<file path="src/rtl/vnma_pkg.sv">
// Package: shared types, constants and arithmetic steps for the velocity/note mod amount block.
package vnma_pkg;

    localparam int CODE_W  = 8;
    localparam int VEL_W   = 7;
    localparam int NOTE_W  = 7;
    localparam int FRAC_W  = 16;
    localparam int CFG_IDX_W  = 4;
    localparam int CFG_DATA_W = 8;
    localparam int LANES   = 2;
    localparam int PIPE_DEPTH = 12;

    // register codes within a lane (index bits 1:0), lane in index bit 2
    localparam logic [1:0] REG_TARGET = 2'd0;
    localparam logic [1:0] REG_AMOUNT = 2'd1;
    localparam logic [1:0] REG_THRESH = 2'd2;
    localparam logic [1:0] REG_MODE   = 2'd3;

    // gate source codes, mode bits 2:1
    localparam logic [1:0] SRC_VEL_UP  = 2'd0;
    localparam logic [1:0] SRC_VEL_DN  = 2'd1;
    localparam logic [1:0] SRC_NOTE_UP = 2'd2;
    localparam logic [1:0] SRC_NOTE_DN = 2'd3;

    localparam logic [7:0] VEL_LO  = 8'd0;
    localparam logic [7:0] VEL_HI  = 8'd127;
    localparam logic [7:0] NOTE_LO = 8'd24;
    localparam logic [7:0] NOTE_HI = 8'd108;

    localparam logic [CODE_W-1:0] CODE_POW_MIN = 8'd5;

    localparam logic [16:0] SCALE_ONE  = 17'h10000;
    localparam logic [32:0] POW_ROUND  = 33'd32768;
    localparam logic [26:0] DIV40_BIAS = 27'd20;
    // ceil(2^24 / 5)
    localparam logic [21:0] RECIP_5    = 22'd3355444;
    localparam logic signed [FRAC_W-1:0] FRAC_MAX = 16'sd16384;
    localparam logic [19:0] FRAC_MAX_MAG = 20'd16384;

    localparam int DIV_STEPS  = 8;
    localparam int SQRT_STEPS = 4;

    typedef struct packed {
        logic              cnt;
        logic              full;
        logic signed [7:0] amount;
        logic [7:0]        span;
        logic [7:0]        rem;
        logic [15:0]       num;
        logic [15:0]       quo;
    } div_t;

    typedef struct packed {
        logic              cnt;
        logic              full;
        logic signed [7:0] amount;
        logic [15:0]       lin;
        logic [15:0]       rad;
        logic [16:0]       rem;
        logic [15:0]       root;
    } sqrt_t;

    // restoring division, one quotient bit per step
    function automatic div_t div_step(div_t d);
        div_t       r;
        logic [8:0] wide;
        r = d;
        for (int i = 0; i < DIV_STEPS; i++)
        begin
            wide  = {r.rem, r.num[15]};
            r.num = {r.num[14:0], 1'b0};
            if (wide >= {1'b0, r.span})
            begin
                r.rem = 8'(wide - {1'b0, r.span});
                r.quo = {r.quo[14:0], 1'b1};
            end
            else
            begin
                r.rem = wide[7:0];
                r.quo = {r.quo[14:0], 1'b0};
            end
        end
        return r;
    endfunction

    // digit-by-digit square root, one root bit per step
    function automatic sqrt_t sqrt_step(sqrt_t s);
        sqrt_t       r;
        logic [18:0] cur;
        logic [18:0] trial;
        r = s;
        for (int i = 0; i < SQRT_STEPS; i++)
        begin
            cur   = {r.rem, r.rad[15:14]};
            trial = {1'b0, r.root, 2'b01};
            r.rad = {r.rad[13:0], 2'b00};
            if (cur >= trial)
            begin
                r.rem  = 17'(cur - trial);
                r.root = {r.root[14:0], 1'b1};
            end
            else
            begin
                r.rem  = cur[16:0];
                r.root = {r.root[14:0], 1'b0};
            end
        end
        return r;
    endfunction

endpackage

</file>
<file path="src/rtl/vnma_if.sv">
// Interfaces: request and result channels of the velocity/note mod amount block.
interface vnma_req_if;
    import vnma_pkg::*;
    logic              valid;
    logic              ready;
    logic [CODE_W-1:0] param_code;
    logic [VEL_W-1:0]  velocity;
    logic [NOTE_W-1:0] note;

    modport source (output valid, output param_code, output velocity, output note,
                    input ready);
    modport sink   (input valid, input param_code, input velocity, input note,
                    output ready);
endinterface

interface vnma_rsp_if;
    import vnma_pkg::*;
    logic                     valid;
    logic                     ready;
    logic signed [FRAC_W-1:0] fraction;

    modport source (output valid, output fraction, input ready);
    modport sink   (input valid, input fraction, output ready);
endinterface

</file>
<file path="src/rtl/velocity_note_mod_amount.sv">
// Top level: two-lane velocity/note modulation fraction, Q2.14, deep pipeline.
//
//   channel  | dir | payload                           | handshake
//   ---------+-----+-----------------------------------+-------------------
//   req      | in  | param_code[8] velocity[7] note[7] | valid/ready
//   rsp      | out | fraction[16] signed Q2.14         | valid/ready
//   cfg      | in  | cfg_index[4] cfg_data[8]          | cfg_we, no wait
//
// One request per cycle while the result channel does not stall the pipeline.
// Stages: lane decode, two 8-bit divider stages, four 4-bit root stages,
// power multiply, lane products, sum and /8, reciprocal multiply for /5, saturate.
// rst_n clears valid bits and config registers; payload registers are not reset.
// Each stage holds when its successor is full and stalled; bubbles still fill.
module velocity_note_mod_amount
(
    input  logic                              clk,
    input  logic                              rst_n,
    vnma_req_if.sink                          req,
    vnma_rsp_if.source                        rsp,
    input  logic                              cfg_we,
    input  logic [vnma_pkg::CFG_IDX_W-1:0]    cfg_index,
    input  logic [vnma_pkg::CFG_DATA_W-1:0]   cfg_data
);
    import vnma_pkg::*;

    localparam int NST = PIPE_DEPTH;

    logic [7:0]        tgt_reg  [LANES];
    logic signed [7:0] amt_reg  [LANES];
    logic [7:0]        thr_reg  [LANES];
    logic [2:0]        mode_reg [LANES];

    logic [NST-1:0] v_reg;
    logic [NST-1:0] v_next;
    logic [NST-1:0] en;
    logic [NST-1:0] hi_reg;

    div_t  div_reg [3][LANES];
    div_t  dec_div [LANES];
    div_t  div_nx1 [LANES];
    div_t  div_nx2 [LANES];
    sqrt_t sq_reg  [4][LANES];
    sqrt_t sq_nx   [4][LANES];

    logic              sc_cnt_reg [LANES];
    logic signed [7:0] sc_amt_reg [LANES];
    logic [16:0]       sc_reg     [LANES];
    logic [16:0]       sc_next    [LANES];

    logic signed [25:0] prod_reg  [LANES];
    logic signed [25:0] prod_next [LANES];

    logic [21:0] y_reg;
    logic [21:0] y_next;
    logic        neg_reg;
    logic        neg_next;
    logic [19:0] qm_reg;
    logic [19:0] qm_next;
    logic        neg2_reg;
    logic signed [FRAC_W-1:0] frac_reg;
    logic signed [FRAC_W-1:0] frac_next;

    // config writes
    always_ff @(posedge clk or negedge rst_n)
    begin
        if (!rst_n)
        begin
            for (int k = 0; k < LANES; k++)
            begin
                tgt_reg[k]  <= '0;
                amt_reg[k]  <= '0;
                thr_reg[k]  <= '0;
                mode_reg[k] <= '0;
            end
        end
        else if (cfg_we && !cfg_index[3])
        begin
            unique case (cfg_index[1:0])
                REG_TARGET: tgt_reg[cfg_index[2]]  <= cfg_data;
                REG_AMOUNT: amt_reg[cfg_index[2]]  <= $signed(cfg_data);
                REG_THRESH: thr_reg[cfg_index[2]]  <= cfg_data;
                REG_MODE:   mode_reg[cfg_index[2]] <= cfg_data[2:0];
            endcase
        end
    end

    // stall chain
    always_comb
    begin
        en[NST-1] = !v_reg[NST-1] || rsp.ready;
        for (int i = NST - 2; i >= 0; i--)
        begin
            en[i] = !v_reg[i] || en[i+1];
        end
        v_next = v_reg;
        if (en[0])
        begin
            v_next[0] = req.valid;
        end
        for (int i = 1; i < NST; i++)
        begin
            if (en[i])
            begin
                v_next[i] = v_reg[i-1];
            end
        end
    end

    assign req.ready = en[0];

    always_ff @(posedge clk or negedge rst_n)
    begin
        if (!rst_n)
        begin
            v_reg <= '0;
        end
        else
        begin
            v_reg <= v_next;
        end
    end

    // lane decode
    always_comb
    begin
        logic [1:0]        sel;
        logic              note_dom;
        logic              above;
        logic [7:0]        src;
        logic [7:0]        thr;
        logic [7:0]        hi;
        logic [7:0]        lo;
        logic              gated;
        logic signed [9:0] span;
        logic [7:0]        gap;
        logic              span_pos;
        for (int k = 0; k < LANES; k++)
        begin
            sel      = mode_reg[k][2:1];
            note_dom = (sel == SRC_NOTE_UP) || (sel == SRC_NOTE_DN);
            above    = (sel == SRC_VEL_UP) || (sel == SRC_NOTE_UP);
            src      = note_dom ? {1'b0, req.note} : {1'b0, req.velocity};
            thr      = thr_reg[k];
            hi       = note_dom ? NOTE_HI : VEL_HI;
            lo       = note_dom ? NOTE_LO : VEL_LO;
            gated    = above ? (src < thr) : (src > thr);
            span     = $signed(above ? ({2'b00, hi} - {2'b00, thr})
                                     : ({2'b00, thr} - {2'b00, lo}));
            gap      = above ? 8'(src - thr) : 8'(thr - src);
            span_pos = !span[9] && (span != '0);

            dec_div[k].cnt    = (tgt_reg[k] == req.param_code) && (amt_reg[k] != '0)
                                && !gated;
            dec_div[k].full   = mode_reg[k][0] || !span_pos || (gap >= span[7:0]);
            dec_div[k].amount = amt_reg[k];
            dec_div[k].span   = span[7:0];
            dec_div[k].rem    = gap;
            dec_div[k].num    = {9'd0, span[7:1]};
            dec_div[k].quo    = '0;
        end
    end

    // divider and root stages
    always_comb
    begin
        for (int k = 0; k < LANES; k++)
        begin
            div_nx1[k] = div_step(div_reg[0][k]);
            div_nx2[k] = div_step(div_reg[1][k]);

            sq_nx[0][k].cnt    = div_reg[2][k].cnt;
            sq_nx[0][k].full   = div_reg[2][k].full;
            sq_nx[0][k].amount = div_reg[2][k].amount;
            sq_nx[0][k].lin    = div_reg[2][k].quo;
            sq_nx[0][k].rad    = div_reg[2][k].quo;
            sq_nx[0][k].rem    = '0;
            sq_nx[0][k].root   = '0;
            sq_nx[0][k]        = sqrt_step(sq_nx[0][k]);
            for (int j = 1; j < 4; j++)
            begin
                sq_nx[j][k] = sqrt_step(sq_reg[j-1][k]);
            end
        end
    end

    // power knee and scale select
    always_comb
    begin
        logic [31:0] pm;
        logic [32:0] rnd;
        for (int k = 0; k < LANES; k++)
        begin
            pm  = sq_reg[3][k].lin * sq_reg[3][k].root;
            rnd = {1'b0, pm} + POW_ROUND;
            if (sq_reg[3][k].full)
            begin
                sc_next[k] = SCALE_ONE;
            end
            else if (hi_reg[6])
            begin
                sc_next[k] = {1'b0, rnd[31:16]};
            end
            else
            begin
                sc_next[k] = {1'b0, sq_reg[3][k].lin};
            end
        end
    end

    // lane products
    always_comb
    begin
        for (int k = 0; k < LANES; k++)
        begin
            prod_next[k] = sc_cnt_reg[k] ? (sc_amt_reg[k] * $signed({1'b0, sc_reg[k]}))
                                         : 26'sd0;
        end
    end

    // sum, magnitude, rounding bias and divide by 8
    always_comb
    begin
        logic signed [26:0] sum;
        logic [26:0]        mag;
        sum      = 27'(prod_reg[0]) + 27'(prod_reg[1]);
        neg_next = sum[26];
        mag      = neg_next ? 27'(-sum) : 27'(sum);
        mag      = mag + DIV40_BIAS;
        y_next   = mag[24:3];
    end

    // divide by 5 through reciprocal
    always_comb
    begin
        logic [43:0] pr;
        pr      = y_reg * RECIP_5;
        qm_next = pr[43:24];
    end

    // saturate per target class
    always_comb
    begin
        logic [19:0] lim;
        lim = (qm_reg > FRAC_MAX_MAG) ? FRAC_MAX_MAG : qm_reg;
        if (!neg2_reg)
        begin
            frac_next = $signed(lim[15:0]);
        end
        else if (hi_reg[10])
        begin
            frac_next = '0;
        end
        else
        begin
            frac_next = -$signed(lim[15:0]);
        end
    end

    always_ff @(posedge clk)
    begin
        if (en[0])
        begin
            hi_reg[0] <= req.param_code >= CODE_POW_MIN;
            div_reg[0] <= dec_div;
        end
        for (int i = 1; i < NST; i++)
        begin
            if (en[i])
            begin
                hi_reg[i] <= hi_reg[i-1];
            end
        end
        if (en[1])
        begin
            div_reg[1] <= div_nx1;
        end
        if (en[2])
        begin
            div_reg[2] <= div_nx2;
        end
        for (int j = 0; j < 4; j++)
        begin
            if (en[3+j])
            begin
                sq_reg[j] <= sq_nx[j];
            end
        end
        if (en[7])
        begin
            for (int k = 0; k < LANES; k++)
            begin
                sc_cnt_reg[k] <= sq_reg[3][k].cnt;
                sc_amt_reg[k] <= sq_reg[3][k].amount;
            end
            sc_reg <= sc_next;
        end
        if (en[8])
        begin
            prod_reg <= prod_next;
        end
        if (en[9])
        begin
            y_reg   <= y_next;
            neg_reg <= neg_next;
        end
        if (en[10])
        begin
            qm_reg   <= qm_next;
            neg2_reg <= neg_reg;
        end
        if (en[11])
        begin
            frac_reg <= frac_next;
        end
    end

    assign rsp.valid    = v_reg[NST-1];
    assign rsp.fraction = frac_reg;

endmodule

</file>
<file path="src/flat_wrapper.sv">
// flat-port wrapper written by rule: the top's interface ports become plain ports
module velocity_note_mod_amount_flat import vnma_pkg::*;
  (clk, rst_n, cfg_we, cfg_index, cfg_data, req_valid, req_param_code, req_velocity, req_note, req_ready, rsp_valid, rsp_fraction, rsp_ready);
  vnma_req_if req_i ();
  vnma_rsp_if rsp_i ();
  input  logic clk;
  input  logic rst_n;
  input  logic cfg_we;
  input  logic [vnma_pkg::CFG_IDX_W-1:0] cfg_index;
  input  logic [vnma_pkg::CFG_DATA_W-1:0] cfg_data;
  input wire logic [$bits(req_i.valid)-1:0] req_valid;
  input wire logic [$bits(req_i.param_code)-1:0] req_param_code;
  input wire logic [$bits(req_i.velocity)-1:0] req_velocity;
  input wire logic [$bits(req_i.note)-1:0] req_note;
  output wire logic [$bits(req_i.ready)-1:0] req_ready;
  output wire logic [$bits(rsp_i.valid)-1:0] rsp_valid;
  output wire logic [$bits(rsp_i.fraction)-1:0] rsp_fraction;
  input wire logic [$bits(rsp_i.ready)-1:0] rsp_ready;
  assign req_i.valid = req_valid;
  assign req_i.param_code = req_param_code;
  assign req_i.velocity = req_velocity;
  assign req_i.note = req_note;
  assign req_ready = req_i.ready;
  assign rsp_valid = rsp_i.valid;
  assign rsp_fraction = rsp_i.fraction;
  assign rsp_i.ready = rsp_ready;
  velocity_note_mod_amount u_core (.clk(clk), .rst_n(rst_n), .req(req_i), .rsp(rsp_i), .cfg_we(cfg_we), .cfg_index(cfg_index), .cfg_data(cfg_data));
endmodule
</file>
<file path="config.mk">
export PLATFORM = sky130hd
export DESIGN_NAME = velocity_note_mod_amount_flat
export DESIGN_NICKNAME = d
export VERILOG_FILES = /design/src/rtl/vnma_pkg.sv /design/src/rtl/vnma_if.sv /design/src/rtl/velocity_note_mod_amount.sv /design/src/flat_wrapper.sv
export SDC_FILE = /design/constraint.sdc
export NUM_CORES = 2
export LEC_CHECK = 0
export BUFFER_PORTS_ARGS = -buffer_cell sky130_fd_sc_hd__buf_2
export CAP_MARGIN = 20
export CORE_UTILIZATION = 44
export DETAILED_ROUTE_END_ITERATION = 7
export PLACE_DENSITY = 0.65
export SETUP_SLACK_MARGIN = 0.15
export SLEW_MARGIN = 0
export SYNTH_ARGS = -nofsm -noshare
export SYNTH_HDL_FRONTEND = slang
export SYNTH_SLANG_ARGS = --single-unit
</file>
<file path="constraint.sdc">
create_clock -name clk -period 24.8 [get_ports clk]
set_clock_uncertainty 0.2 [all_clocks]
set_input_delay 1.24 -clock clk [delete_from_list [all_inputs] [get_ports clk]]
set_output_delay 1.24 -clock clk [all_outputs]
set_load 0.02 [all_outputs]
</file>
==> results.md <==
* Status: finished, final reports clean
* Post-Place Cells at 12.0k
* Mean Syn Cell Area at 9.68 µm²
* Sink Count at 801
* Clock Tree Buf Depth at 3
* Worst R2R Start: u_core.div_reg[0][211]
* CP max stage delay at 0.67 ns
* CTS root buf: clkbuf_16
* Die Y at 457 µm
* Sequential share of the synthesized area at 26.1%
* Final cycle utilization of the critical path at 89.5%
* Synth warnings at 0
* Post-synth top area share at 24.2%
* H-tree levels at 3
* Total number of vias at 66.1k
* Setup TNS at 0 ns
* RR Endpoint: u_core.div_reg[0][285]
* Initial DRT Pass Iterations at 6
* # port buffers at 56
* Cell variety after synth at 120
* Reg2reg setup slack at 2.60 ns
* Vias in the first global route at 68.3k
* GPL Wtd Cong at 0.896
* Worst Path Arrival at 22.52 ns
* Layout area overhead at 7.32%
* Global-route total usage across every layer at 19.9%
* First-pass GRT wire length at 345 mm
* Layout cells sized above 1 at 6.31%
* CTS Buf Count at 98
* CORE AREA at 205000 µm²
* FF-to-FF path depth at 101
* Slew Viols, Final at 0
* Top FF cell, synth: edfxtp_1
* Via/cell ratio at 5.44
* CTS tree: done
* Worst Path Buf+Inv at 10
* Clock latency at the later pin of the worst-skew pair at 0.75 ns
* Final setup viols at 0
* Required @ worst endpoint at 25.12 ns
* HPWL Detailed at 161 mm
* CP Class: flop to flop
* Mapped Area at 91000 µm²
* Async S/R FF share, synth at 8.24%
* WL final at 207 mm
* Type of the most critical hold path: input pin to async pin
* Synth area leaders: edfxtp_1 (24%), fa_1 (17%), ha_1 (16%)
* Initial antenna violation count at 6
* Final #Nets at 11.3k
* Post-route ant nets at 0
* Relative slew slack at 19.1%
* Crit path launch type: flop
* Slowest CP cell: edfxtp_1
* Iter 0 DRT Violations at 4018
* Io pins at 57
* Most used cell, CP: o21ai_0
* Worst setup EP type: flop
* Drt wl/cell at 17.0 µm
* Cell Rows at 166
* Crit Path Max Fanout at 13
* Post-synthesis cell count at 9401
* Die W at 457 µm
* DRC viols at 0
* Largest net degree at the start of global routing at 71
* Grt total ovfl at 0
* Top-count cell post-synth: inv_1
* Synth area leader: edfxtp_1
* #FFs+latches synth at 801
* Worst Setup SP: u_core.div_reg[0][211]
* EDFF count, synth at 735
* Clock Pin Slew Worst Setup and Hold Paths at 0.07 ns
* Maxcap violations at 0
* Initial cell density of the core at 44.4%
* Most frequent cells after synthesis: inv_1 (1352), ha_1 (1145), nand2_1 (819), fa_1 (756), edfxtp_1 (735)
* Fin cells at 12.2k
* Die Footprint at 209000 µm²
* Max Clk Rate at 45.0 MHz
* CTS Hold Bufs at 0
* Worst path top cell family by delay: compound AO/OA/AOI/OAI gates
* Final hold viol count at 0
* RSZ-0062 raised after global routing: no
* Worst-Margin Slew at 1.20 ns
* Max FFs per register at 388
* Minimum clock period after layout at 22.20 ns
[layer usage]
metal	global-route usage, %	vias to the layer above	part of all wire, %
li1	-	32100	-
met1	27.3	32500	47
met2	33.5	1283	47
met3	2.03	270	3.9
met4	4.82	2	2.1
met5	0	-	0.0097
[worst register-to-register path, delay by kind of cell, from the launching register on]
family | cells | cell delay, ns
buffers and inverters | 10 | 1.78
DFF | 1 | 0.67
AOI/OAI and AO/OA | 59 | 12.00
adders and majority gates | 8 | 2.39
and+or+nand+nor | 20 | 3.27
muxes | 4 | 1.63
[worst max-delay path by stage]
stage / cells after the start / endpoint
global route: 101 / u_core.div_reg[0][285]
CTS: 101 / u_core.div_reg[0][285]
global placement: 101 / u_core.div_reg[0][285]
detailed placement: 101 / u_core.div_reg[0][285]
finish: 101 / u_core.div_reg[0][285]
floorplan: 107 / u_core.div_reg[0][228]
[layout make-up]
type / count / area [µm²]
tap: 2688 / 3360
multi-input combinational: 7018 / 61300
fill: 18900 / 107000
clock inverter: 66 / 848
antenna: 3 / 7.51
clock buffer: 115 / 2610
inverter: 1369 / 5150
timing repair buffer: 102 / 641
sequential: 801 / 23700
[through the flow]
stage / area [µm²] / utilization (%) / hold WS, ns / setup slack, ns
after floorplan: 91000 / - / 0.200 / 5.83
after global placement: 94200 / 46.0 / 0.201 / 2.59
after detailed placement: 94200 / 46.0 / 0.205 / 2.42
after CTS: 97700 / 47.6 / 0.0948 / 2.31
after global routing: 97700 / 47.7 / 0.112 / 0.218
final: 97700 / 47.7 / 0.153 / 2.60
[cell usage in the layout, fill, tap and decap left out, types with 36 or more instances in the layout]
cell       instances
inv_1           1349
ha_1            1145
nand2_1          816
fa_1             756
edfxtp_1         735
nor2_1           520
a21oi_1          451
and2_1           412
o21ai_0          356
xnor2_1          342
xor2_1           210
mux2_2           207
a21o_1           180
nor3_1           135
nand2b_1         132
nand3_1          120
nor2b_1          117
clkbuf_16        101
mux2i_1           86
or3_1             76
dfrtp_1           66
o21a_1            65
o21bai_1          58
nand4_1           58
and3_1            57
a211oi_1          56
buf_2             55
buf_4             46
o31ai_1           39
or2_2             38
a31oi_1           37
a21boi_0          36
[cell families after synthesis]
kind of cell	count (synthesis)	share of synthesized area, %
AND/OR/NAND/NOR	2671	14.7
adder cells (fa/ha/maj)	1902	32.4
AO/OA/AOI/OAI	1589	11.3
buffers and inverters	1585	6.62
flip-flops	801	26.1
XOR/XNOR	553	5.33
multiplexers	299	3.58
other	1	0.00412
[what timing repair did]
| item | CTS | global route |
|---|---|---|
| gates resized for setup | 0 | 1 |
| endpoints found under the setup margin | 0 | 1 |
| setup buffers | 0 | 0 |
Power is not shown: default switching activity piles up to over one toggle a cycle in this logic, so the estimate is an artifact.
